<file path="src/rtl/i2crs_pkg.sv">
// Shared types, command codes and the CRC-8 step for the I2C register slave.
// No dependencies; imported by i2c_register_slave_crc8_core.
`default_nettype none

package i2crs_pkg;

    // Number of value slots held by the slave.
    localparam int SLOT_COUNT = 16;
    localparam int SLOT_W     = $clog2(SLOT_COUNT);

    // Bus event codes.
    localparam logic [2:0] OP_WRITE_ADDR = 3'd0;
    localparam logic [2:0] OP_DATA       = 3'd1;
    localparam logic [2:0] OP_READ       = 3'd2;
    localparam logic [2:0] OP_BUS_ERROR  = 3'd3;
    localparam logic [2:0] OP_LOAD_SLOT  = 3'd4;

    // Setter commands.
    localparam logic [7:0] CMD_BACKLIGHT_SET = 8'h87;
    localparam logic [7:0] CMD_SWITCH_FIRST  = 8'h8D;
    localparam logic [7:0] CMD_SWITCH_LAST   = 8'h91;
    localparam logic [7:0] CMD_BUZZER_SET    = 8'h92;
    localparam logic [7:0] CMD_FAN_SET       = 8'h93;
    localparam logic [7:0] CMD_RED_SET       = 8'h94;
    localparam logic [7:0] CMD_GREEN_SET     = 8'h95;
    localparam logic [7:0] CMD_BLUE_SET      = 8'h96;

    // Read commands.
    localparam logic [7:0] CMD_SLOT_LOW_LAST  = 8'h06;
    localparam logic [7:0] CMD_BACKLIGHT_READ = 8'h07;
    localparam logic [7:0] CMD_SLOT_HIGH_LAST = 8'h0B;
    localparam logic [7:0] CMD_LED_READ       = 8'h0C;
    localparam logic [7:0] CMD_SWITCH_READ    = 8'h0D;
    localparam logic [7:0] CMD_SWITCH_RD_LAST = 8'h10;
    localparam logic [7:0] CMD_HEATER_READ    = 8'h11;
    localparam logic [7:0] CMD_BUZZER_READ    = 8'h12;
    localparam logic [7:0] CMD_FAN_READ       = 8'h13;
    localparam logic [7:0] CMD_SLOT7_ALIAS    = 8'h14;
    localparam logic [7:0] CMD_NONE           = 8'hFF;

    // Slots and byte values with a special meaning.
    localparam logic [7:0] SLOT_ALIAS_TARGET = 8'h07;
    localparam logic [3:0] SLOT_BACKLIGHT    = 4'd12;
    localparam logic [7:0] BYTE_ON           = 8'hFF;
    localparam logic [7:0] BYTE_OFF          = 8'h00;
    localparam logic [7:0] BUZZ_PULSE_REQ    = 8'h01;
    localparam logic [7:0] BUZZ_PULSE_MARK   = 8'h02;

    // Byte pointer values.
    localparam logic [7:0] PTR_IDLE       = 8'hFF;
    localparam logic [7:0] PTR_HEATER_END = 8'hFE;

    localparam logic [7:0] CRC_POLY = 8'h07;

    // Configuration register map (byte address bits above the word offset).
    localparam int         CFG_ADDR_W       = 3;
    localparam logic [0:0] REG_ERROR_LIMIT  = 1'b0;
    localparam logic [7:0] ERROR_LIMIT_INIT = 8'd50;

    typedef struct packed {
        logic [2:0]  op;
        logic [7:0]  data_byte;
        logic [3:0]  slot_index;
        logic [15:0] slot_value;
        logic        heater_pin_level;
    } evt_t;

    typedef struct packed {
        logic [7:0] tx_byte;
        logic [5:0] switch_outputs;
        logic       buzzer_pulse;
        logic [7:0] fan_compare;
        logic [7:0] backlight_target;
        logic [7:0] led_red;
        logic [7:0] led_green;
        logic [7:0] led_blue;
        logic       led_changed;
        logic [7:0] error_count;
        logic       slave_reinit;
    } res_t;

    // One byte of CRC-8, MSB first.
    function automatic logic [7:0] crc8_step(input logic [7:0] crc, input logic [7:0] data);
        logic [7:0] c;
        c = crc ^ data;
        for (int i = 0; i < 8; i++) begin
            c = c[7] ? ({c[6:0], 1'b0} ^ CRC_POLY) : {c[6:0], 1'b0};
        end
        return c;
    endfunction

    function automatic logic is_setter(input logic [7:0] c);
        return (c == CMD_BACKLIGHT_SET) || ((c >= CMD_SWITCH_FIRST) && (c <= CMD_BLUE_SET));
    endfunction

    function automatic logic is_slot_cmd(input logic [7:0] c);
        return (c <= CMD_SLOT_LOW_LAST)
            || ((c > CMD_BACKLIGHT_READ) && (c <= CMD_SLOT_HIGH_LAST))
            || (c == CMD_SLOT7_ALIAS);
    endfunction

endpackage

`default_nettype wire

</file>
<file path="src/rtl/i2c_register_slave_crc8_core.sv">
// I2C register slave with CRC-8 checked writes; depends on i2crs_pkg.
// An accepted item passes the input stage and then the result stage before its result is valid.
// Throughput: one item per cycle while results are taken without stall.
// While a finished result waits, the input stage takes one more item and then stalls.
// Reset (rst_n low, asynchronous) returns every state register and slot to its default at once;
// there is no clearing pass, and items are taken as soon as reset is released.
`default_nettype none

module i2c_register_slave_crc8_core (
    input  wire                              clk,
    input  wire                              rst_n,
    // Bus event channel
    input  wire                              evt_valid,
    output logic                             evt_ready,
    input  wire  i2crs_pkg::evt_t            evt,
    // Result channel
    output logic                             res_valid,
    input  wire                              res_ready,
    output i2crs_pkg::res_t                  res,
    // Configuration port
    input  wire                              psel,
    input  wire                              penable,
    input  wire                              pwrite,
    input  wire  [i2crs_pkg::CFG_ADDR_W-1:0] paddr,
    input  wire  [31:0]                      pwdata,
    output logic [31:0]                      prdata,
    output logic                             pready
);

    import i2crs_pkg::*;

    // ------------------------------------------------------------------
    // Configuration: a single error limit register at word 0.
    // ------------------------------------------------------------------
    logic [7:0] error_limit_reg;
    logic       cfg_write;

    assign pready    = 1'b1;
    assign cfg_write = psel && penable && pwrite && (paddr[2] == REG_ERROR_LIMIT);

    always_ff @(posedge clk or negedge rst_n)
    begin
        if (!rst_n)
        begin
            error_limit_reg <= ERROR_LIMIT_INIT;
        end
        else if (cfg_write)
        begin
            error_limit_reg <= pwdata[7:0];
        end
    end

    always_comb
    begin
        prdata = '0;
        if (paddr[2] == REG_ERROR_LIMIT)
        begin
            prdata = {24'd0, error_limit_reg};
        end
    end

    // ------------------------------------------------------------------
    // Pipeline control. The input stage holds one item; it moves into the
    // result register whenever that register is empty or being drained.
    // ------------------------------------------------------------------
    evt_t stg_item_reg;
    logic stg_valid_reg;
    res_t res_item_reg;
    res_t res_item_next;
    logic res_valid_reg;
    logic res_load;

    assign res_load  = stg_valid_reg && (!res_valid_reg || res_ready);
    assign evt_ready = !stg_valid_reg || res_load;
    assign res_valid = res_valid_reg;
    assign res       = res_item_reg;

    always_ff @(posedge clk or negedge rst_n)
    begin
        if (!rst_n)
        begin
            stg_valid_reg <= 1'b0;
            res_valid_reg <= 1'b0;
        end
        else
        begin
            if (evt_ready)
            begin
                stg_valid_reg <= evt_valid;
            end
            if (res_load)
            begin
                res_valid_reg <= 1'b1;
            end
            else if (res_ready)
            begin
                res_valid_reg <= 1'b0;
            end
        end
    end

    always_ff @(posedge clk)
    begin
        if (evt_valid && evt_ready)
        begin
            stg_item_reg <= evt;
        end
        if (res_load)
        begin
            res_item_reg <= res_item_next;
        end
    end

    // ------------------------------------------------------------------
    // Slave state.
    // ------------------------------------------------------------------
    logic [7:0]  command_reg,  command_next;
    logic [7:0]  pointer_reg,  pointer_next;
    logic [7:0]  crc_reg,      crc_next;
    logic [7:0]  latched_reg,  latched_next;
    logic [15:0] read_word_reg, read_word_next;
    logic [7:0]  cur_bl_reg,   cur_bl_next;
    logic [5:0]  switch_reg,   switch_next;
    logic [7:0]  fan_reg,      fan_next;
    logic [7:0]  bl_goal_reg,  bl_goal_next;
    logic [7:0]  led_reg [3];
    logic [7:0]  led_next [3];
    logic [7:0]  err_cnt_reg,  err_cnt_next;
    logic [15:0] slot_reg [SLOT_COUNT];

    logic              slot_we;
    logic [SLOT_W-1:0] slot_widx;
    logic [SLOT_W-1:0] slot_ridx;

    // Working signals of the item decode.
    logic       count_err;
    logic       pulse;
    logic       led_chg;
    logic       reinit;
    logic [7:0] tx;
    logic [7:0] cmd_off;
    logic [7:0] one_val;
    logic       one_hit;
    logic       heater_cmd;
    logic [7:0] pick;

    // The slot picked by a command byte; 0x14 stands for slot 7.
    assign slot_ridx = (stg_item_reg.data_byte == CMD_SLOT7_ALIAS)
                     ? SLOT_ALIAS_TARGET[SLOT_W-1:0]
                     : stg_item_reg.data_byte[SLOT_W-1:0];

    always_comb
    begin
        command_next   = command_reg;
        pointer_next   = pointer_reg;
        crc_next       = crc_reg;
        latched_next   = latched_reg;
        read_word_next = read_word_reg;
        cur_bl_next    = cur_bl_reg;
        switch_next    = switch_reg;
        fan_next       = fan_reg;
        bl_goal_next   = bl_goal_reg;
        led_next       = led_reg;
        err_cnt_next   = err_cnt_reg;
        slot_we        = 1'b0;
        slot_widx      = SLOT_W'(stg_item_reg.slot_index);
        count_err      = 1'b0;
        pulse          = 1'b0;
        led_chg        = 1'b0;
        reinit         = 1'b0;
        tx             = BYTE_ON;
        cmd_off        = 8'd0;
        one_val        = BYTE_OFF;
        one_hit        = 1'b0;
        heater_cmd     = 1'b0;
        pick           = BYTE_OFF;

        case (stg_item_reg.op)
            OP_WRITE_ADDR:
            begin
                pointer_next = PTR_IDLE;
            end

            OP_DATA:
            begin
                if (pointer_reg == PTR_IDLE)
                begin
                    // First byte of a write transaction is the command.
                    command_next = stg_item_reg.data_byte;
                    crc_next     = crc8_step(8'd0, stg_item_reg.data_byte);
                    pointer_next = 8'd0;
                    err_cnt_next = 8'd0;
                    if (is_slot_cmd(stg_item_reg.data_byte))
                    begin
                        read_word_next = slot_reg[slot_ridx];
                    end
                end
                else
                begin
                    if (pointer_reg == 8'd0)
                    begin
                        latched_next = stg_item_reg.data_byte;
                        crc_next     = crc8_step(crc_reg, stg_item_reg.data_byte);
                    end
                    else if ((pointer_reg == 8'd1) && (stg_item_reg.data_byte == crc_reg))
                    begin
                        // The CRC matched: the setter takes effect.
                        if (command_reg == CMD_BACKLIGHT_SET)
                        begin
                            bl_goal_next = latched_reg;
                        end
                        else if ((command_reg >= CMD_SWITCH_FIRST) &&
                                 (command_reg <= CMD_SWITCH_LAST))
                        begin
                            cmd_off = command_reg - CMD_SWITCH_FIRST;
                            switch_next[cmd_off[2:0]] = (latched_reg == BYTE_ON);
                        end
                        else if (command_reg == CMD_BUZZER_SET)
                        begin
                            if (latched_reg == BYTE_ON)
                            begin
                                switch_next[5] = 1'b1;
                            end
                            else if (latched_reg == BUZZ_PULSE_REQ)
                            begin
                                switch_next[5] = 1'b1;
                                latched_next   = BUZZ_PULSE_MARK;
                            end
                            else
                            begin
                                switch_next[5] = 1'b0;
                                latched_next   = BYTE_OFF;
                            end
                        end
                        else if (command_reg == CMD_FAN_SET)
                        begin
                            fan_next = latched_reg;
                        end
                        else if ((command_reg >= CMD_RED_SET) && (command_reg <= CMD_BLUE_SET))
                        begin
                            cmd_off = command_reg - CMD_RED_SET;
                            led_next[cmd_off[1:0]] = latched_reg;
                            led_chg = 1'b1;
                        end
                        else
                        begin
                            count_err = 1'b1;
                        end
                    end
                    else
                    begin
                        count_err = 1'b1;
                    end
                    pointer_next = pointer_reg + 8'd1;
                end

                // A pulse request is served at once: the buzzer goes low again.
                if ((command_next == CMD_BUZZER_SET) && (latched_next == BUZZ_PULSE_MARK))
                begin
                    switch_next[5] = 1'b0;
                    pulse          = 1'b1;
                end
            end

            OP_READ:
            begin
                if (is_setter(command_reg))
                begin
                    tx       = crc_reg;
                    crc_next = BYTE_ON;
                end
                else if (is_slot_cmd(command_reg))
                begin
                    if (pointer_reg <= 8'd1)
                    begin
                        tx = (pointer_reg == 8'd0) ? read_word_reg[7:0] : read_word_reg[15:8];
                        crc_next = crc8_step(crc_reg, tx);
                    end
                    else if (pointer_reg == 8'd2)
                    begin
                        tx = crc_reg;
                    end
                    else
                    begin
                        count_err = 1'b1;
                    end
                end
                else if (command_reg == CMD_LED_READ)
                begin
                    if (pointer_reg <= 8'd2)
                    begin
                        tx       = led_reg[pointer_reg[1:0]];
                        crc_next = crc8_step(crc_reg, tx);
                    end
                    else if (pointer_reg == 8'd3)
                    begin
                        tx = crc_reg;
                    end
                    else
                    begin
                        count_err = 1'b1;
                    end
                end
                else
                begin
                    // Single-byte readbacks followed by their CRC.
                    if (command_reg == CMD_BACKLIGHT_READ)
                    begin
                        one_hit = 1'b1;
                        one_val = cur_bl_reg;
                    end
                    else if ((command_reg >= CMD_SWITCH_READ) &&
                             (command_reg <= CMD_SWITCH_RD_LAST))
                    begin
                        one_hit = 1'b1;
                        cmd_off = command_reg - CMD_SWITCH_READ;
                        one_val = switch_reg[cmd_off[1:0]] ? BYTE_ON : BYTE_OFF;
                    end
                    else if (command_reg == CMD_HEATER_READ)
                    begin
                        one_hit    = 1'b1;
                        heater_cmd = 1'b1;
                        one_val    = stg_item_reg.heater_pin_level ? BYTE_ON : BYTE_OFF;
                    end
                    else if (command_reg == CMD_BUZZER_READ)
                    begin
                        one_hit = 1'b1;
                        one_val = switch_reg[5] ? BYTE_ON : BYTE_OFF;
                    end
                    else if (command_reg == CMD_FAN_READ)
                    begin
                        one_hit = 1'b1;
                        one_val = fan_reg;
                    end

                    if (one_hit)
                    begin
                        if (pointer_reg == 8'd0)
                        begin
                            tx       = one_val;
                            crc_next = crc8_step(crc_reg, one_val);
                        end
                        else if (pointer_reg == 8'd1)
                        begin
                            tx = crc_reg;
                        end
                        else
                        begin
                            count_err = 1'b1;
                        end
                    end
                end

                // The heater readback parks the pointer so that it steps to idle.
                pick = (heater_cmd && (pointer_reg > 8'd1)) ? PTR_HEATER_END : pointer_reg;
                pointer_next = pick + 8'd1;
            end

            OP_BUS_ERROR:
            begin
                count_err = 1'b1;
            end

            OP_LOAD_SLOT:
            begin
                if (32'(stg_item_reg.slot_index) < SLOT_COUNT)
                begin
                    slot_we = 1'b1;
                    if (stg_item_reg.slot_index == SLOT_BACKLIGHT)
                    begin
                        cur_bl_next = stg_item_reg.slot_value[7:0];
                    end
                end
            end

            default:
            begin
                // Unused event codes leave the state alone.
            end
        endcase

        // The error counter saturates.
        if (count_err && (err_cnt_next != 8'hFF))
        begin
            err_cnt_next = err_cnt_next + 8'd1;
        end

        // Too many errors: the slave drops its transaction and starts over.
        if (err_cnt_next > error_limit_reg)
        begin
            pointer_next = PTR_IDLE;
            err_cnt_next = 8'd0;
            reinit       = 1'b1;
        end

        res_item_next.tx_byte          = tx;
        res_item_next.switch_outputs   = switch_next;
        res_item_next.buzzer_pulse     = pulse;
        res_item_next.fan_compare      = fan_next;
        res_item_next.backlight_target = bl_goal_next;
        res_item_next.led_red          = led_next[0];
        res_item_next.led_green        = led_next[1];
        res_item_next.led_blue         = led_next[2];
        res_item_next.led_changed      = led_chg;
        res_item_next.error_count      = err_cnt_next;
        res_item_next.slave_reinit     = reinit;
    end

    always_ff @(posedge clk or negedge rst_n)
    begin
        if (!rst_n)
        begin
            command_reg   <= CMD_NONE;
            pointer_reg   <= PTR_IDLE;
            crc_reg       <= 8'd0;
            latched_reg   <= 8'd0;
            read_word_reg <= 16'd0;
            cur_bl_reg    <= 8'd31;
            switch_reg    <= 6'd0;
            fan_reg       <= 8'd215;
            bl_goal_reg   <= 8'd31;
            err_cnt_reg   <= 8'd0;
            for (int i = 0; i < 3; i++)
            begin
                led_reg[i] <= 8'd0;
            end
            for (int i = 0; i < SLOT_COUNT; i++)
            begin
                slot_reg[i] <= 16'd0;
            end
        end
        else if (res_load)
        begin
            command_reg   <= command_next;
            pointer_reg   <= pointer_next;
            crc_reg       <= crc_next;
            latched_reg   <= latched_next;
            read_word_reg <= read_word_next;
            cur_bl_reg    <= cur_bl_next;
            switch_reg    <= switch_next;
            fan_reg       <= fan_next;
            bl_goal_reg   <= bl_goal_next;
            err_cnt_reg   <= err_cnt_next;
            led_reg       <= led_next;
            if (slot_we)
            begin
                slot_reg[slot_widx] <= stg_item_reg.slot_value;
            end
        end
    end

`ifndef ASSERT_OFF
    // An item waiting in the input stage is never dropped.
    a_stage_holds: assert property (@(posedge clk) disable iff (!rst_n)
        (stg_valid_reg && !res_load) |=> stg_valid_reg)
        else $error("input stage lost an item");

    // A buzzer pulse always leaves the buzzer low in the same result.
    a_pulse_low: assert property (@(posedge clk) disable iff (!rst_n)
        (res_valid_reg && res_item_reg.buzzer_pulse) |-> !res_item_reg.switch_outputs[5])
        else $error("buzzer high after pulse");

    // An LED change only comes from an LED setter command.
    a_led_cmd: assert property (@(posedge clk) disable iff (!rst_n)
        (res_load && led_chg) |->
        (command_reg == CMD_RED_SET || command_reg == CMD_GREEN_SET ||
         command_reg == CMD_BLUE_SET))
        else $error("LED changed by a non-LED command");

    // Reinitialization clears the error count and parks the pointer.
    a_reinit: assert property (@(posedge clk) disable iff (!rst_n)
        (res_load && reinit) |=> (err_cnt_reg == 8'd0) && (pointer_reg == PTR_IDLE))
        else $error("reinit did not clear the slave");
`endif

endmodule

`default_nettype wire

</file>
<file path="config.mk">
export PLATFORM = sky130hd
export DESIGN_NAME = i2c_register_slave_crc8_core
export DESIGN_NICKNAME = d
export VERILOG_FILES = /design/src/rtl/i2crs_pkg.sv /design/src/rtl/i2c_register_slave_crc8_core.sv
export SDC_FILE = /design/constraint.sdc
export NUM_CORES = 1
export LEC_CHECK = 0
export BUFFER_PORTS_ARGS = -buffer_cell sky130_fd_sc_hd__buf_2
export CAP_MARGIN = 30
export CORE_MARGIN = 4
export CORE_UTILIZATION = 35
export CTS_CLUSTER_SIZE = 14
export DETAILED_ROUTE_END_ITERATION = 7
export GPL_ROUTABILITY_DRIVEN = 0
export SYNTH_ARGS = -nofsm -noshare
export SYNTH_HDL_FRONTEND = slang
export SYNTH_SLANG_ARGS = --single-unit
</file>
<file path="constraint.sdc">
create_clock -name clk -period 6.2 [get_ports clk]
set_input_delay 0.62 -clock clk [delete_from_list [all_inputs] [get_ports clk]]
set_output_delay 0.62 -clock clk [all_outputs]
set_load 0.02 [all_outputs]
</file>
==> Word-level counts from Yosys, hierarchy flattened <==
Index checks and enable logic that the tools add are counted.
{ "classes": {"muxes": 185, "eq_ne": 30, "addsub": 6, "shift": 0, "n_bitwise": 51, "n_div": 0, "reduce_logical": 39, "n_lt_le_gt_ge": 25, "n_mul": 0} }
{ "ops": {"columns": ["op", "count"], "rows": [
  ["$mux 8", 66],
  ["$bwmux 256", 1],
  ["$mux 24", 9],
  ["$mux 3", 40],
  ["$not 3->3", 40],
  ["$bmux 16 s4", 1],
  ["$demux 16 s4", 1],
  ["$eq 8x8->1 const B", 6],
  ["$mux 16", 3],
  ["$mux 1", 47],
  ["$eq 8x5->1 const B", 5],
  ["$xor 8x8->8", 4],
  ["$mux 6", 5],
  ["$add 8x1->8 const B", 3],
  ["$bwmux 24", 1],
  ["$eq 8x2->1 const B", 3],
  ["$pmux 8 s3", 1],
  ["$logic_and 1x1->1", 18],
  ["$bmux 8 s2", 1],
  ["$demux 8 s2", 1],
  ["$eq 8x1->1 const B", 2],
  ["$ge 8x8->1 const B", 2],
  ["$gt 8x3->1 const B", 2],
  ["$le 8x3->1 const B", 2],
  ["50 further kinds", 72]
]} }
{ "totals": {"ff_bits": 473, "memories": 0, "word_cells": 384, "mem_bits_rw": 0, "latchBits": 0, "romBits": 0, "in_bits": 74, "output_inout_bits": 100} }

==> Longest topological paths before layout <==
Gate-level depths: netlist of run 1.
{ "depth": {"word_depth": 33, "mapped_depth": 23} }

==> Worst setup path after synthesis of run 1 <==
No wires, ideal clock.
{ "synth_timing": {"path_kind": "register -> register", "start": "register pointer_reg[1]", "end": "register err_cnt_reg[4]", "synth_period_minus_slack_ns": 4.929, "n_path_buf": 3, "arrival_time_ns": 4.852, "required_ns": 6.124, "setup_ns": 0.076, "stages_incl_launch_ff": 23, "slack_ns": 1.271, "cell_sequence": "dfstp_2 ha_1 clkbuf_1 and3_1 and2_1 clkbuf_1 nand2_1 and2_1 ha_1 a311oi_1 o311a_1 nor2_2 mux2_2 ha_1 nor2b_1 o21a_1 o21a_1 o21ai_0 a21oi_1 or2_2 clkbuf_1 or4_1 o21ai_1"} }
{ "synth_via": {"elab_chain_cells": 12} }
{ "synth_rtl": {"columns": ["element", "line", "source"], "rows": [
  ["from (decl)", "i2c_register_slave_crc8_core.sv:118", "logic [7:0] pointer_reg, pointer_next;"],
  ["from (signal assigned)", "i2c_register_slave_crc8_core.sv:435", "pointer_reg <= pointer_next;"],
  ["parallel branches: the longest is 9 deep, another holds $le 8x2->1", null, null],
  ["$mux 8 (*)", "i2c_register_slave_crc8_core.sv:383", "if (count_err && (err_cnt_next != 8'hFF))"],
  ["$gt 8x8->1", "i2c_register_slave_crc8_core.sv:389", "if (err_cnt_next > error_limit_reg)"],
  ["$mux 8 (*)", "i2c_register_slave_crc8_core.sv:389", null],
  ["to (signal assigned)", "i2c_register_slave_crc8_core.sv:443", "err_cnt_reg <= err_cnt_next;"],
  ["to (decl)", "i2c_register_slave_crc8_core.sv:128", "logic [7:0] err_cnt_reg, err_cnt_next;"]
]} }
Every way passes the cells marked *.
A chain may end at the register's enable or synchronous reset.

==> Worst setup path after layout of run 1 <==
{ "layout_timing": {"start": "register pointer_reg[0]", "end": "register pointer_reg[5]"} }
{ "layout_via": {"elab_chain_cells": 13} }
{ "layout_rtl": {"columns": ["element"], "rows": [
  ["parallel branches: the longest is 13 deep, another holds $le 8x2->1"]
]} }
Parallel ways; which one is timed is not known.

==> results of run 1 <==
==> final timing paths <==
kind | startpoint | end | slack, ns | depth (start not counted)
min in group clk | evt[5] | stg_item_reg[5]$_DFFE_PP_ | 0.18 | 1
max reg2reg | pointer_reg[0]$_DFFE_PN1P_ | pointer_reg[5]$_DFFE_PN1P_ | 0.64 | 21
min | rst_n | error_limit_reg[7]$_DFFE_PN0P_ | 0.09 | 1
max | pointer_reg[0]$_DFFE_PN1P_ | pointer_reg[5]$_DFFE_PN1P_ | 0.64 | 21
min reg2reg | bl_goal_reg[2]$_DFFE_PN1P_ | bl_goal_reg[2]$_DFFE_PN1P_ | 0.46 | 2
max in group asynchronous | rst_n | slot_reg[218]$_DFFE_PN0P_ | 4.73 | 2
==> metal layers <==
layer	part of all wire	global-route usage
met2	0.48	0.2968
met5	0	0
met1	0.43	0.2334
met4	0.026	0.05228
met3	0.060	0.02761
==> stage by stage <==
step	cells	hold WS, ns	setup WS [ns]	utilization
finish	3187	0.08540	0.6403	0.4005
detailed placement	3090	0.4512	0.2672	0.3746
CTS	3186	0.1439	0.2589	0.4004
global placement	3086	0.4431	0.4237	0.3735
floorplan	2164	0.3244	1.271	-
global route	3187	0.1494	0.2988	0.4005
==> logic make-up (layout without fill, tap and decap cells) <==
family / count (synthesis) / in the layout / synth area share
AOI/OAI and AO/OA: 325 / 325 / 0.09331
xor gates and xnor gates: 119 / 119 / 0.04283
adders and majority gates: 28 / 28 / 0.01419
buffers and inverters: 204 / 287 / 0.03649
DFF: 470 / 470 / 0.4979
muxes: 451 / 451 / 0.2086
other: 2 / 25 / 0.0003042
and+or+nand+nor: 542 / 542 / 0.1064
==> report_power, final <==
group	internal, mW	leakage, nW	total [mW]	switching [mW]
Combinational	1.28	5.63	3.08	1.80
Sequential	3.53	5.91	3.91	0.381
Clock	1.89	0.877	3.20	1.31
==> worst max-delay path, delay by kind of cell (launching register included) <==
| kind | cells | cell delay (ns) |
|---|---|---|
| AO/OA/AOI/OAI | 7 | 1.69 |
| adder cells (fa/ha/maj) | 3 | 0.76 |
| buffers and inverters | 2 | 0.37 |
| flip-flops | 1 | 0.72 |
| multiplexers | 1 | 0.32 |
| AND/OR/NAND/NOR | 8 | 1.62 |
==> final cells by class <==
class / count / share of cell area
sequential: 470 / 0.4382
timing repair buffer: 165 / 0.03667
tap: 940 / 0.04193
clock buffer: 77 / 0.05594
inverter: 26 / 0.003524
multi-input combinational: 1490 / 0.4152
clock inverter: 19 / 0.008565
==> cell usage in the layout, fill, tap and decap left out, types with 20 or more instances in the layout <==
cell type | synthesis | layout
nand2_1 | 191 | 191
xnor2_1 | 86 | 86
dfrtp_1 | 338 | 338
a221oi_1 | 20 | 20
o221ai_1 | 38 | 38
mux2_2 | 337 | 337
dfstp_2 | 35 | 35
inv_1 | 24 | 24
nand2b_1 | 31 | 31
ha_1 | 28 | 28
o211ai_1 | 20 | 20
mux2i_1 | 97 | 97
o21ai_0 | 73 | 73
buf_4 | 27 | 36
edfxtp_1 | 97 | 97
nand3_1 | 27 | 27
a21oi_1 | 57 | 57
xor2_1 | 32 | 32
clkbuf_16 | 0 | 55
conb_1 | 2 | 25
buf_2 | 27 | 121
nor2_1 | 171 | 167
==> metrics.txt, run 1 <==
layout cell share with drive strength beyond 1=0.3049; Fin Setup TNS=0 ns; Pre-antenna DRT Iters=7; proportion of synthesized chip area in sequential cells=0.4979; # Post-CTS Setup Buffers=0; first-pass GRT wire length=roughly 100 mm; worst-path cell chain=ha_1 > and3_1 > and2_1 > buf_4 > nand2_1 > and2_1 > ha_1 > a311oi_1 > o311a_1 > nor2_2 > mux2_2 > ha_1 > nor2b_1 > o21a_1 > o21a_1 > o21ai_0 > a21oi_1 > buf_4 > nor2_1 > nand2_1 > o22a_1; gr ovfl total=0; Yosys cell types=between 80 and 90; max_slew headroom=0.3002; most common library cells after synthesis=dfrtp_1, mux2_2, nand2_1, nor2_1, clkbuf_1; flip-flop count of the largest register after layout=256; residual DRC count=0; Synth Flop Type=dfrtp_1; final setup vio count=0; total CTS buffers=52; multi-input logic area=0.01165 sq mm; Worst Setup End Kind=flop; # rows=slightly below 100; FMAX=approximately 180 MHz; post-cts sizing count=0; WP data required=a little under 7 ns; Peak VDD IR=~0.23 mV; Post-Layout Inst Area=0.02805 sq mm; largest net degree at the start of global routing=between 100 and 150; area grow syn2layout=13.62%; RSZ-0062 raised after global routing=no; Via density=approximately 5.4; IO Port Bufs=around 120; CTS tree=done; cell area power density=roughly 360 mW/mm^2; Worst path slowest cell=dfstp_2; GRT Total Usage=0.1757; die area=roughly 0.075 sq mm; register area=approximately 0.012 sq mm; Clock Path Buffers=3; CP dominant cell by count=ha_1; Routed WL per cell=approximately 21 microns; Clock Tree Root=clkbuf_16; I/O Pins=around 170; post-synth top area share=0.3426; async set-or-reset flop fraction in the synthesized netlist=0.7936; leakage power=12.41 nW; initial antenna violation count=2; Fill cells=~6600; Worst-path clk slew=around 0.060 ns; Core ar.=approximately 0.07 sq mm; vias in the first global route=between 15000 and 20000; CP arrival=roughly 6 ns; remaining antenna violation count=0; Die X=roughly 270 microns; hpwl dp=roughly 44 mm; Worst Skew=0.01978 ns; outcome=complete, no violations; Yosys reg bits=470; Post-Route WL=roughly 67 mm; fin nets=around 2300; Starting Density=0.3525; EDFF count, synth=97; worst min-delay path class=in -> async; Setup CP Type=reg -> reg; Avg Cell Area, Syn=roughly 12 sq um; final hold vios=0; First DRT Iteration DRCs=roughly 1600; max-capacitance violation count=0; H-tree depth=2; Worst Path Max Fanout=15; top cells by area, synth=dfrtp_1, mux2_2, edfxtp_1; Post-CTS Hold Buffers=0; fin. max-slew vios=0; CP peak stage delay=approximately 0.72 ns; clk sinks=470; post-synth top area cell=dfrtp_1; most common cell in the netlist=dfrtp_1; Mapped Cells=2141; Tmin final=~5.6 ns; startpoint types=flop; worst skew pair latency=between 0.6 and 0.7 ns; synthesized cell area=0.02469 sq mm; Yosys warning count=0; worst-margin pin slew=between 1 and 1.5 ns; Die Y=273.6 microns; fin crit share=0.8967; vias=17290; diodes inserted=0; Placed Area=0.02623 sq mm; total power=between 10 and 15 mW
(Power assumes the default switching activity.)
==> run 2, diff against run 1 <==
Settings changed: PLACE_DENSITY set to 0.57.
==> run 2 against run 1 <==
Via count is 1.2% higher. Clock-buffer cell count is 4 lower. Largest cell class unchanged. Largest power group unchanged. Total power hardly changed. Worst setup slack worse by 0.091 ns. Final cell count is 0.16% higher. Critical path depth stayed put. Clock skew is 0.0046 ns higher. Global-route usage is 0.42 points higher. Register-to-register slack worse by 0.09 ns.
==> metrics.txt, run 2 (synthesis results as in run 1) <==
Starting Density=0.3525 (unchanged); multi-input logic area=0.01165 sq mm (about the same); Worst Path Max Fanout=15 (unchanged); pre-CTS setup slack=0.6073 ns (was 0.2672 ns); Setup CP Type=reg -> reg (unchanged); Peak VDD IR=0.2285 mV (was 0.2288 mV); Global Route met1 Usage=0.2391 (was 0.2334); GR met3 Demand/Resource=0.02498 (was 0.02761); leakage power=12.45 nW (was 12.41 nW); first-pass GRT wire length=106.4 mm (was 104.2 mm); diodes inserted=0 (unchanged); post-cts sizing count=0 (unchanged); Worst-path clk slew=0.06 ns (about the same); Pre-antenna DRT Iters=8 (was 7); initial antenna violation count=0 (was 2); commonest non-fill, non-tap cell in the layout=dfrtp_1 (unchanged); CTS tree=done (unchanged); final setup vio count=0 (unchanged); residual DRC count=0 (unchanged); Clock Tree Root=clkbuf_16 (unchanged); largest net degree at the start of global routing=137 (was 130); GRT Total Usage=0.1800 (was 0.1757); fin. max-slew vios=0 (unchanged); First DRT Iteration DRCs=1502 (was 1558); worst min-delay path class=in -> async (unchanged); Routed WL per cell=21.27 microns (was 21.05 microns); CP arrival=6.18 ns (was 6.10 ns); Tmin final=5.651 ns (was 5.560 ns); met2 usage=0.3072 (was 0.2968); RSZ-0062 raised after global routing=no (unchanged); flip-flop count of the largest register after layout=256 (unchanged); Placed Area=0.02630 sq mm (was 0.02623 sq mm); fin nets=2313 (was 2307); IO Port Bufs=122 (unchanged); startpoint types=flop (unchanged); Via density=5.479 (was 5.425); gr ovfl total=0 (unchanged); Clock Path Buffers=3 (unchanged); final setup margin=0.5494 ns (was 0.6403 ns); Core ar.=0.07003 sq mm (unchanged); area grow syn2layout=13.91% (was 13.62%); Fill cells=6694 (was 6624); Post-Route WL=67.90 mm (was 67.08 mm); cell area power density=362.4 mW/mm^2 (was 363.3 mW/mm^2); layout cell share with drive strength beyond 1=0.3068 (was 0.3049); # Post-CTS Setup Buffers=0 (unchanged); vias=17490 (was 17290); Post-CTS Hold Buffers=0 (unchanged); worst skew pair latency=0.62 ns (about the same); fin crit share=0.9114 (was 0.8967); WP data required=6.73 ns (was 6.74 ns); outcome=complete, no violations (unchanged); H-tree depth=2 (unchanged); worst-margin pin slew=0.9676 ns (was 1.050 ns); most frequent cells in the layout=dfrtp_1, mux2_2, nand2_1 (unchanged); vias in the first global route=17750 (was 17670); I/O Pins=174 (unchanged); hpwl dp=45.81 mm (was 44.23 mm); Fin Setup TNS=0 ns (unchanged); Worst Setup End Kind=flop (unchanged); total CTS buffers=51 (was 52); clk sinks=470 (unchanged); Worst Skew=0.02439 ns (was 0.01978 ns); Die X=273.6 microns (unchanged); max-capacitance violation count=0 (unchanged); register area=0.01229 sq mm (unchanged); Post-Layout Inst Area=0.02812 sq mm (was 0.02805 sq mm); GR peak layer=met2 (unchanged); die area=0.07485 sq mm (unchanged); Die Y=273.6 microns (unchanged); final hold vios=0 (unchanged); remaining antenna violation count=0 (unchanged); # rows=97 (unchanged); FMAX=177.0 MHz (was 179.9 MHz); max_slew headroom=0.3549 (was 0.3002)
==> run 2: cell count changes in the layout (fill, tap and decap cells not counted), sizes merged <==
cell      delta
clkinv       -3
clkinvlp     -1
clkbuf       -4
bufinv       +2
buf          +7
inv          +4
==> run 2: layer usage <==
metal / vias to the layer above / part of all wire
met3: 131 / 0.054
li1: 7855 / -
met2: 541 / 0.48
met5: - / 0
met1: 8962 / 0.44
met4: 0 / 0.026
==> run 2: power breakdown <==
group          internal [mW]  total (mW)  leakage [nW]  switching (mW)
registers               3.53        3.90          5.91           0.376
clock network           1.91        3.21         0.868            1.30
logic                   1.28        3.08          5.68            1.79
==> run 2: final cells by class <==
| class | instances | share of cell area |
|---|---|---|
| Sequential cell | 470 | 0.4371 |
| Clock inverter | 21 | 0.009700 |
| Clock buffer | 73 | 0.05344 |
| Multi-Input combinational cell | 1490 | 0.4143 |
| Inverter | 26 | 0.003515 |
| Tap cell | 940 | 0.04183 |
| Timing Repair Buffer | 172 | 0.04009 |
==> run 2: worst max-delay path, stage by stage (launching register included) <==
cell	delay, ns
dfstp_2	0.71
ha_1	0.21
and3_1	0.23
and2_1	0.15
buf_4	0.19
nand2_1	0.10
and2_1	0.18
ha_1	0.26
a311oi_1	0.43
o311a_1	0.46
nor2_2	0.15
mux2_2	0.32
ha_1	0.29
nor2b_1	0.14
o21a_1	0.16
o21a_1	0.16
o21ai_0	0.13
a21oi_1	0.16
buf_4	0.21
nor2_1	0.43
nand2_1	0.23
o22a_1	0.26
==> run 2: through the flow <==
stage	instances	hold WS (ns)	utilization	total power [mW]
2_1_floorplan	2164	0.3244	-	6.174
3_3_place_gp	3088	0.4441	0.3736	6.921
3_5_place_dp	3096	0.4457	0.3755	6.999
4_1_cts	3190	0.07431	0.4009	10.25
5_1_grt	3192	0.09043	0.4015	10.75
6_report	3192	0.02684	0.4015	10.19
==> run 2: path summary, 6_finish.rpt <==
path	cells past startpoint	start	slack (ns)	end
max	21	pointer_reg[0]$_DFFE_PN1P_	0.55	pointer_reg[5]$_DFFE_PN1P_
min in group clk	1	evt[17]	0.18	slot_widx[0]$_DFFE_PP_
min reg2reg	2	bl_goal_reg[2]$_DFFE_PN1P_	0.45	bl_goal_reg[2]$_DFFE_PN1P_
max reg2reg	21	pointer_reg[0]$_DFFE_PN1P_	0.55	pointer_reg[5]$_DFFE_PN1P_
min	1	rst_n	0.03	error_limit_reg[6]$_DFFE_PN0P_
max in group asynchronous	2	rst_n	4.66	latched_reg[1]$_DFFE_PN0P_
==> run 3, diff against run 2 <==
Settings changed: GPL_TIMING_DRIVEN set to 0.
==> run 3 against run 2 <==
Core utilization increased by 0.55 points. Worst setup slack got worse by 0.13 ns. Worst hold slack better by 0.15 ns. Critical path depth did not move. Via count is 2.5% higher. Global-route usage is 0.71 points higher. Wire length grew 4.8%. Highest routed layer unchanged. Critical endpoint is now pointer_reg[3]$_DFFE_PN1P_. Total power increased by 0.77%. Die area unchanged.
==> metrics.txt, run 3 (synthesis results as in run 1) <==
Starting Density=0.3525 (unchanged); Min Hold Slack=0.1719 ns (was 0.02684 ns); largest net degree at the start of global routing=127 (was 137); RSZ-0062 raised after global routing=no (unchanged); Clock Tree Root=clkbuf_16 (unchanged); area grow syn2layout=15.47% (was 13.91%); Cells after DPL=3233 (was 3096); Hold Path Origin=evt[19]; met2 usage=0.3272 (was 0.3072); # rows=97 (unchanged); R2R depth=21 (unchanged); layout cell share with drive strength beyond 1=0.2915 (was 0.3068); fin crit share=0.9321 (was 0.9114); worst-margin pin slew=0.9774 ns (was 0.9676 ns); Die X=273.6 microns (unchanged); Via density=5.391 (was 5.479); Worst Skew=0.03264 ns (was 0.02439 ns); commonest non-fill, non-tap cell in the layout=dfrtp_1 (unchanged); final setup vio count=0 (unchanged); GRT Total Usage=0.1870 (was 0.1800); Worst R2R End=pointer_reg[3]$_DFFE_PN1P_ (was pointer_reg[5]$_DFFE_PN1P_); First DRT Iteration DRCs=1443 (was 1502); residual DRC count=0 (unchanged); CP arrival=6.32 ns (was 6.18 ns); outcome=complete, no violations (unchanged); startpoint types=flop (unchanged); I/O Pins=174 (unchanged); Die Y=273.6 microns (unchanged); Peak VDD IR=0.2390 mV (was 0.2285 mV); CTS tree=done (unchanged); first-pass GRT wire length=109.5 mm (was 106.4 mm); leakage power=12.62 nW (was 12.45 nW); GR peak layer=met2 (unchanged); Worst Path Max Fanout=10 (was 15); hold path endpoint=slot_widx[2]$_DFFE_PP_; Core ar.=0.07003 sq mm (unchanged); Worst Setup End Kind=flop (unchanged); worst hold stages=1; cell area power density=360.3 mW/mm^2 (was 362.4 mW/mm^2); Setup CP Type=reg -> reg (unchanged); gr ovfl total=0 (unchanged); Fill cells=6698 (was 6694); die area=0.07485 sq mm (unchanged); FF-to-FF setup slack=0.42 ns (was 0.55 ns); worst skew pair latency=0.62 ns (about the same); WP data required=6.74 ns (was 6.73 ns); Global Route met1 Usage=0.2430 (was 0.2391); final hold vios=0 (unchanged); Pre-antenna DRT Iters=5 (was 8); most frequent cells in the layout=dfrtp_1, mux2_2, nand2_1 (unchanged); Non-Filler Instances=3324 (was 3192); total power=10.27 mW (was 10.19 mW); IO Port Bufs=121 (was 122); final setup margin=0.4212 ns (was 0.5494 ns); worst min-delay path class=in -> reg (was in -> async); Post-Route WL=71.18 mm (was 67.90 mm); max-capacitance violation count=0 (unchanged); Routed WL per cell=21.41 microns (was 21.27 microns); total CTS buffers=50 (was 51); fin nets=2447 (was 2313); Clock Path Buffers=3 (unchanged); H-tree depth=2 (unchanged); remaining antenna violation count=0 (unchanged); vias=17920 (was 17490); hpwl dp=52.18 mm (was 45.81 mm); reg2reg start=command_reg[0]$_DFFE_PN1P_ (was pointer_reg[0]$_DFFE_PN1P_); FMAX=173.0 MHz (was 177.0 MHz); vias in the first global route=18080 (was 17750); # Post-CTS Setup Buffers=0 (unchanged); GR met3 Demand/Resource=0.02700 (was 0.02498); flip-flop count of the largest register after layout=256 (unchanged); pre-CTS setup slack=-0.2682 ns (was 0.6073 ns); Fin Setup TNS=0 ns (unchanged); fin. max-slew vios=0 (unchanged); Tmin final=5.779 ns (was 5.651 ns); diodes inserted=0 (unchanged); clk sinks=470 (unchanged); initial antenna violation count=0 (unchanged); Worst-path clk slew=0.06 ns (about the same); max_slew headroom=0.3460 (was 0.3549)
## run 3: cell types whose count changed in the layout (fill, tap and decap cells not counted), moves of 3 or more
| cell | before | now |
|---|---|---|
| clkbuf_8 | 8 | 5 |
| nor3_1 | 10 | 13 |
| nor3_4 | 3 | 0 |
| clkbuf_1 | 11 | 125 |
| nor2_4 | 7 | 4 |
| buf_8 | 5 | 2 |
| inv_6 | 3 | 0 |
| buf_1 | 0 | 10 |
| buf_4 | 39 | 27 |
| nor2_1 | 165 | 169 |
| buf_2 | 121 | 148 |
## run 3: power breakdown
group | internal, mW | switching, mW | leakage, nW
registers | 3.52 | 0.222 | 5.91
logic | 1.31 | 2.07 | 5.87
clock network | 1.86 | 1.29 | 0.835
## run 3: how the worst max path moves through the flow
| stage | endpoint | slack (ns) | cells after the start | start |
|---|---|---|---|---|
| 2_1_floorplan | err_cnt_reg[4]$_DFFE_PN0P_ | 1.27 | 22 | pointer_reg[1]$_DFFE_PN1P_ |
| 3_3_place_gp | slot_reg[203]$_DFFE_PN0P_ | -2.81 | 1 | rst_n |
| 3_5_place_dp | pointer_reg[5]$_DFFE_PN1P_ | -0.27 | 22 | pointer_reg[1]$_DFFE_PN1P_ |
| 4_1_cts | pointer_reg[5]$_DFFE_PN1P_ | 0.12 | 21 | pointer_reg[1]$_DFFE_PN1P_ |
| 5_1_grt | pointer_reg[3]$_DFFE_PN1P_ | 0.10 | 21 | command_reg[0]$_DFFE_PN1P_ |
| 6_report | pointer_reg[3]$_DFFE_PN1P_ | 0.42 | 21 | command_reg[0]$_DFFE_PN1P_ |
## run 3: area by class of cell
cell class                      count  area [sq um]  share of cell area
Inverter                           26         97.59            0.003424
Timing Repair Buffer              130         803.3             0.02818
Tap cell                          940          1176             0.04126
Clock inverter                     19         289.0             0.01014
Multi-Input combinational cell   1490         11620              0.4075
Buffer                            177         805.8             0.02827
Clock buffer                       72          1426             0.05004
Sequential cell                   470         12290              0.4312
## run 3: worst max-delay path, cell delays in order (launching register included)
cell,delay [ns]
dfstp_2,0.57
clkbuf_1,0.39
inv_1,0.19
ha_1,0.23
buf_2,0.20
and4b_4,0.24
o31ai_4,0.57
a21oi_1,0.23
nor2_1,0.23
a21oi_4,0.13
nor2_2,0.32
mux2_2,0.40
ha_1,0.28
nor2b_1,0.13
o21a_1,0.16
o21a_1,0.16
o21ai_0,0.14
a21oi_1,0.11
clkbuf_2,0.26
o21ai_1,0.46
a31oi_1,0.09
o22a_1,0.22
## run 3: repair_timing
action | in CTS | in global routing
pin swaps | 0 | 0
gates resized for setup | 4 | 9
hold buffers | 1 | 0
setup endpoints to repair | 16 | 17
hold endpoints to repair | 31 | 0
## run 3: per-stage QoR
stage,util,area (sq um)
CTS,0.4067,28480
detailed placement,0.3819,26750
global route,0.4071,28510
global placement,0.3792,26550
finish,0.4071,28510
floorplan,-,24770
## run 3: layer usage
| metal | vias to the layer above | wire [microns] |
|---|---|---|
| met1 | 9120 | 30340 |
| met5 | - | 0 |
| li1 | 8115 | - |
| met3 | 107 | 3547 |
| met2 | 577 | 35580 |
| met4 | 0 | 1716 |
